## config.mk

```make
export PLATFORM = sky130hd
export DESIGN_NAME = rgps_axis
export DESIGN_NICKNAME = d
export VERILOG_FILES = /design/src/hdl/rgps_pkg.sv /design/src/hdl/rgps_axis.sv
export SDC_FILE = /design/constraint.sdc
export NUM_CORES = 2
export LEC_CHECK = 0
export ABC_AREA = 1
export BUFFER_PORTS_ARGS = -buffer_cell sky130_fd_sc_hd__buf_4
export CORE_AREA = 2 2 459 461
export DETAILED_ROUTE_END_ITERATION = 8
export DIE_AREA = 0 0 461 463
export SETUP_SLACK_MARGIN = 0.15
export SYNTH_ARGS = -nofsm -noshare
export SYNTH_HDL_FRONTEND = slang
export SYNTH_SLANG_ARGS = --single-unit
```

## constraint.sdc

```tcl
create_clock -name clk -period 7.8 [get_ports clk]
set_input_delay 0.78 -clock clk [delete_from_list [all_inputs] [get_ports clk]]
set_output_delay 0.78 -clock clk [all_outputs]
set_load 0.05 [all_outputs]
```

## src/hdl/rgps_pkg.sv

```systemverilog
// Shared types and constants for the rotated grid patch sampler.
// Depends on nothing; imported by rgps_axis and the top level.
`default_nettype none

package rgps_pkg;

  // Grid storage
  localparam int MAP_DIM   = 256;
  localparam int MAP_AW    = $clog2(MAP_DIM);
  localparam int DIM_W     = MAP_AW + 1;
  localparam int MAP_CELLS = MAP_DIM * MAP_DIM;
  localparam int COST_W    = 8;

  // Patch geometry
  localparam int PATCH_MAX = 64;
  localparam int PS_W      = 7;
  localparam int SIDX_W    = $clog2(PATCH_MAX);
  localparam int PIDX_W    = 6;

  // Datapath widths
  localparam int START_W     = 24;
  localparam int TRIG_W      = 16;
  localparam int INV_W       = 16;
  localparam int ROT_W       = 25;
  localparam int V_W         = ROT_W - 3;
  localparam int RECIP_SHIFT = 28;
  localparam int RECIP_W     = RECIP_SHIFT + 1;
  localparam int WX_W        = 25;
  localparam int RES_SHIFT   = 18;

  // Configuration port
  localparam int CFG_W     = 24;
  localparam int CFG_IDX_W = 3;

  localparam logic [CFG_IDX_W-1:0] REG_REL_START_X    = 3'd0;
  localparam logic [CFG_IDX_W-1:0] REG_REL_START_Y    = 3'd1;
  localparam logic [CFG_IDX_W-1:0] REG_COS_BEARING    = 3'd2;
  localparam logic [CFG_IDX_W-1:0] REG_SIN_BEARING    = 3'd3;
  localparam logic [CFG_IDX_W-1:0] REG_INV_RESOLUTION = 3'd4;
  localparam logic [CFG_IDX_W-1:0] REG_MAP_WIDTH      = 3'd5;
  localparam logic [CFG_IDX_W-1:0] REG_MAP_HEIGHT     = 3'd6;
  localparam logic [CFG_IDX_W-1:0] REG_PATCH_SIZE     = 3'd7;

  typedef struct packed {
    logic              req_type;
    logic [7:0]        map_x;
    logic [7:0]        map_y;
    logic [COST_W-1:0] cell_cost;
    logic [PIDX_W-1:0] patch_row;
    logic [PIDX_W-1:0] patch_col;
  } req_t;

  typedef struct packed {
    logic [COST_W-1:0] sample_cost;
    logic              inside_grid;
  } rsp_t;

  // Load enables of the per-axis pipeline stages, first to last
  typedef struct packed {
    logic a;
    logic b;
    logic c;
    logic d;
    logic e;
    logic f;
    logic g;
  } axis_en_t;

endpackage

`default_nettype wire

```

## src/hdl/rgps_axis.sv

```systemverilog
// One coordinate axis: rotated offset to grid cell index and range check.
// Seven register stages; depends on rgps_pkg.
`default_nettype none

module rgps_axis
  import rgps_pkg::*;
(
  input  logic                      clk,
  input  axis_en_t                  en,
  input  logic signed [ROT_W-1:0]   rot,
  input  logic signed [START_W-1:0] start,
  input  logic [RECIP_W-1:0]        recip,
  input  logic [PS_W-1:0]           side_len,
  input  logic [INV_W-1:0]          inv_res,
  input  logic [DIM_W-1:0]          lim,
  output logic                      hit,
  output logic [MAP_AW-1:0]         idx
);

  localparam int PB_W = V_W + RECIP_W;
  localparam int QS_W = V_W + PS_W;
  localparam int PM_W = WX_W + INV_W + 1;
  localparam int MX_W = PM_W - RES_SHIFT;
  localparam logic [PM_W-1:0] RND = PM_W'((1 << RES_SHIFT) - 1);

  // stage a: sign and magnitude
  logic             neg_a;
  logic [ROT_W-1:0] mag_a;
  // stage b: reciprocal product
  logic             neg_b;
  logic             lnz_b;
  logic [V_W-1:0]   v_b;
  logic [PB_W-1:0]  pm_b;
  // stage c: quotient and remainder flag
  logic             neg_c;
  logic             rnz_c;
  logic [V_W-1:0]   q_c;
  // stage d: floored sum
  logic                    rnz_d;
  logic signed [WX_W-1:0]  t_d;
  // stage e: truncated metres
  logic signed [WX_W-1:0]  wx_e;
  // stage f: scaled to cells
  logic signed [PM_W-1:0]  pm_f;

  logic [ROT_W-1:0]       mag_next;
  logic [V_W-1:0]         qe;
  logic [QS_W-1:0]        qs;
  logic [WX_W-1:0]        q_ext;
  logic [WX_W-1:0]        t_next;
  logic [WX_W-1:0]        wx_next;
  logic signed [PM_W-1:0] pm_next;
  logic [PM_W-1:0]        mx_sum;
  logic [MX_W-1:0]        mx;
  logic                   hit_next;

  assign mag_next = rot[ROT_W-1] ? ROT_W'(-rot) : ROT_W'(rot);

  // quotient is exact for every magnitude: v * (m*s - 2^K) < 2^K
  assign qe = pm_b[RECIP_SHIFT +: V_W];
  assign qs = QS_W'(qe) * QS_W'(side_len);

  // floor(r / 8s) added to start; negative r gives ~q + (remainder zero)
  assign q_ext  = WX_W'(q_c);
  assign t_next = WX_W'(start) + (neg_c ? ~q_ext : q_ext) + WX_W'(neg_c & ~rnz_c);

  // truncation toward zero: a negative floored result with a remainder steps up
  assign wx_next = t_d + WX_W'(t_d[WX_W-1] & rnz_d);

  assign pm_next = PM_W'(wx_e) * PM_W'($signed({1'b0, inv_res}));

  assign mx_sum = pm_f + (pm_f[PM_W-1] ? RND : '0);
  assign mx     = mx_sum[PM_W-1:RES_SHIFT];

  assign hit_next = !mx[MX_W-1] && (mx[MX_W-2:DIM_W] == '0) && (mx[DIM_W-1:0] < lim);

  always_ff @(posedge clk) begin
    if (en.a) begin
      neg_a <= rot[ROT_W-1];
      mag_a <= mag_next;
    end
    if (en.b) begin
      neg_b <= neg_a;
      lnz_b <= |mag_a[2:0];
      v_b   <= mag_a[ROT_W-1:3];
      pm_b  <= PB_W'(mag_a[ROT_W-1:3]) * PB_W'(recip);
    end
    if (en.c) begin
      neg_c <= neg_b;
      rnz_c <= lnz_b | (QS_W'(v_b) != qs);
      q_c   <= qe;
    end
    if (en.d) begin
      rnz_d <= rnz_c;
      t_d   <= $signed(t_next);
    end
    if (en.e) begin
      wx_e <= $signed(wx_next);
    end
    if (en.f) begin
      pm_f <= pm_next;
    end
    if (en.g) begin
      hit <= hit_next;
      idx <= mx[MAP_AW-1:0];
    end
  end

endmodule

`default_nettype wire

```

==> flow_summary.json <==
{
  "path_class": "reg -> reg",
  "layout_worst_path_cycle_share_pct": 94.2,
  "grt_pass1_wl_um": 235000,
  "cp-startpoint": "mag_a[16]",
  "slew_headroom_pct": 26.3,
  "wire_per_inst_um": 15.4,
  "start_kind": "register",
  "cts_tree": "yes",
  "rr_endpoint": "pm_b[33]",
  "synth-main-ff-cell": "edfxtp_1",
  "synth_cells": 6567,
  "antenna_found_initial": 4,
  "finClkSkew_ns": 0.0134,
  "reg2reg_depth": 19,
  "grt_pass1_vias": 43400,
  "fin_util_pct": 27.0,
  "numCtsBuffers": 17,
  "cpMostUsedCell": "fa_1",
  "finalWeightedCongestion": 0.897,
  "h-tree-depth": 4,
  "first_iter_violations": 2609,
  "row_count": 168,
  "worst_pin_slew_ns": 1.11,
  "synth_fp_nets": 8071,
  "synth_seq_cells": 198,
  "ys_seq_area_share_pct": 11.5,
  "dr.pass1.iters": 6,
  "cts_root_buf": "clkbuf_16",
  "syn_area_per_cell_um2": 7.89,
  "finalHoldViolations": 0,
  "worst-path-max-fanout": 19,
  "final_nets": 8007,
  "setup_violations": 0,
  "r2r_slack_ns": 0.45,
  "coreArea_mm2": 0.209,
  "gr-usage-met3_pct": 1.64,
  "arrival_ns": 7.62,
  "drc_errors": 0,
  "max_stage_delay_ns": 0.99,
  "antenna_left": 0,
  "worstPathRequired_ns": 8.07,
  "cts_sinks": 198,
  "drv_slew": 0,
  "cap_violations": 0,
  "period_minus_slack_ns": 7.35,
  "worstHoldStart": "rot[0]",
  "use_met1_pct": 17.4,
  "rsz0062_at_grt": "no",
  "drive_above_1_share_pct": 3.38,
  "io-pin-count": 127,
  "clockBufferDepth": 2,
  "syn_area_mm2": 0.0518,
  "synth-async-reset-ratio_pct": 0,
  "gr-usage-met2_pct": 24.7,
  "grt-ovfl-total": 0,
  "grt_max_degree": 47,
  "die_area_mm2": 0.213,
  "holdPathStages": 1,
  "r2r_start": "mag_a[16]",
  "path_cells": "buf_4 -> nand2_1 -> fa_1 -> fa_1 -> fa_1 -> fa_1 -> inv_1 -> fa_1 -> fa_1 -> inv_1 -> fa_1 -> inv_1 -> ha_1 -> nand2_1 -> nor2_1 -> nand2_1 -> nor4_1 -> a21oi_1 -> xnor2_1",
  "yosys_warnings": 0,
  "io_buffers": 126,
  "synth_edf_count": 198,
  "busiest_layer": "met2",
  "grt.total_usage_pct": 13.8,
  "vias": 40000,
  "synth_cell_types": 50,
  "hold_end": "mag_a[0]",
  "drt-total-wl_um": 143000,
  "path_clk_slew_ns": 0.08,
  "via_per_inst": 4.29,
  "initial_core_util_pct": 24.8,
  "chipWidth_um": 461,
  "die_y_um": 463,
  "cp_slowest_cell": "edfxtp_1",
  "dp_hpwl_um": 123000,
  "setup_tns_ns": 0,
  "hold_path_class": "in -> reg",
  "area_growth_pct": 8.53,
  "status": "finished clean",
  "worstSkewPairLatency_ns": 0.53,
  "cp-end-kind": "register",
  "clock.fmax_mhz": 136
}
[synth_stat cells (2+ instances only)]
| master | n | area, um2 |
|---|---|---|
| a211oi_1 | 5 | 37.5 |
| a21boi_0 | 6 | 45.0 |
| a21boi_2 | 2 | 22.5 |
| a21o_1 | 13 | 97.6 |
| a21oi_1 | 181 | 906 |
| a31oi_1 | 19 | 119 |
| and3_1 | 5 | 31.3 |
| buf_1 | 29 | 109 |
| buf_2 | 2 | 10.0 |
| clkbuf_1 | 211 | 792 |
| edfxtp_1 | 198 | 5950 |
| fa_1 | 1027 | 20600 |
| ha_1 | 359 | 4490 |
| inv_1 | 1885 | 7080 |
| nand2_1 | 1780 | 6680 |
| nand2_2 | 3 | 18.8 |
| nand3_1 | 136 | 681 |
| nand3_2 | 3 | 30.0 |
| nand3b_1 | 11 | 82.6 |
| nand4_1 | 34 | 213 |
| nor2_1 | 262 | 983 |
| nor2_4 | 2 | 22.5 |
| nor3_1 | 37 | 185 |
| nor3_2 | 2 | 20.0 |
| nor4_1 | 11 | 68.8 |
| o211ai_1 | 4 | 30.0 |
| o21a_1 | 11 | 82.6 |
| o21ai_0 | 104 | 521 |
| o21ai_1 | 3 | 15.0 |
| o21ai_2 | 3 | 26.3 |
| o21bai_1 | 19 | 143 |
| o221ai_1 | 2 | 17.5 |
| or2_2 | 5 | 31.3 |
| or3_1 | 2 | 12.5 |
| xnor2_1 | 58 | 508 |
| xor2_1 | 119 | 1040 |
[state kept, by name (all words and copies together), names as in the netlist]
| name | flops |
|---|---|
| pm_f | 42 |
| mag_a | 25 |
| t_d | 25 |
| wx_e | 25 |
| pm_b | 22 |
| q_c | 22 |
| v_b | 22 |
| idx | 8 |
| hit | 1 |
| lnz_b | 1 |
| neg_a | 1 |
| neg_b | 1 |
| neg_c | 1 |
| rnz_c | 1 |
| rnz_d | 1 |
[worst max path at each step]
stage | slack, ns | cells after the start | to
after floorplan | 1.51 | 23 | pm_b[41]
after global placement | 0.43 | 21 | pm_b[33]
after detailed placement | 0.44 | 21 | pm_b[33]
after CTS | 0.43 | 20 | pm_b[33]
after global routing | 0.15 | 20 | pm_b[33]
final | 0.45 | 19 | pm_b[33]
[repair_timing]
item                       CTS  global route
setup buffers                0             2
resized for setup            0             0
hold buffers                 0             0
setup endpoints to repair    0             1
[final cells by class]
| cell class | instances | area [um2] |
|---|---|---|
| flip-flops and latches | 198 | 5950 |
| clock buffers | 17 | 425 |
| inverters | 1886 | 7080 |
| repair buffers | 159 | 1210 |
| fillers | 22700 | 152000 |
| clock inverters | 15 | 188 |
| well taps | 2805 | 3510 |
| multi-input cells | 4241 | 37900 |
| diodes | 1 | 2.50 |
[cells by family after synthesis]
family | Yosys count | share of synthesized area (%)
fa+ha+maj | 1386 | 48.3
buf+inv | 2128 | 15.4
xor+xnor | 179 | 3.07
simple gates | 2301 | 17.7
flops | 198 | 11.5
compound gates | 375 | 4.03
[cell usage in the layout (no fill, tap or decap), drive strengths merged, types with 2 or more instances in the layout]
| cell type | synthesis | final |
|---|---|---|
| clkinv | 0 | 8 |
| xor2 | 119 | 119 |
| clkbuf | 211 | 17 |
| a31oi | 19 | 19 |
| o21a | 11 | 11 |
| a21o | 13 | 13 |
| o21ai | 110 | 110 |
| inv | 1886 | 1891 |
| or2 | 6 | 6 |
| o21bai | 20 | 20 |
| nor2 | 265 | 265 |
| nor4 | 11 | 11 |
| buf | 31 | 159 |
| ha | 359 | 359 |
| o211ai | 4 | 4 |
| edfxtp | 198 | 198 |
| nand4 | 35 | 35 |
| xnor2 | 59 | 59 |
| a21boi | 8 | 8 |
| nor3 | 40 | 40 |
| nand3 | 139 | 139 |
| a211oi | 5 | 5 |
| nand2 | 1784 | 1784 |
| or3 | 2 | 2 |
| nand3b | 12 | 12 |
| and3 | 5 | 5 |
| a21oi | 181 | 181 |
| o221ai | 2 | 2 |
| fa | 1027 | 1027 |
[worst max-delay path, delay by kind of cell (launching register included)]
family / cells / cell delay, ns
compound gates: 1 / 0.17
xor+xnor: 1 / 0.42
fa+ha+maj: 8 / 3.90
buf+inv: 4 / 0.51
flops: 1 / 0.99
simple gates: 5 / 1.07
[metal layers]
metal  vias to the layer above  part of all wire, %
li1                      18800                    -
met5                         -                0.026
met1                     20000                   42
met2                       987                   51
met4                         6                  2.9
met3                       196                  4.2
[stage by stage]
| stage | hold WS (ns) | instances | worst slack (ns) | instance area [um2] |
|---|---|---|---|---|
| final | 0.442 | 9322 | 0.454 | 56200 |
| after global routing | 0.391 | 9322 | 0.155 | 56200 |
| after CTS | 0.383 | 9319 | 0.430 | 56200 |
| after detailed placement | 0.446 | 9287 | 0.439 | 55600 |
| after global placement | 0.437 | 9287 | 0.427 | 55600 |
| after floorplan | 0.400 | 6567 | 1.51 | 51800 |
Power is left out: the tool's default activity adds up to more than one toggle a clock period on the data nets, which glitch-free logic cannot reach.
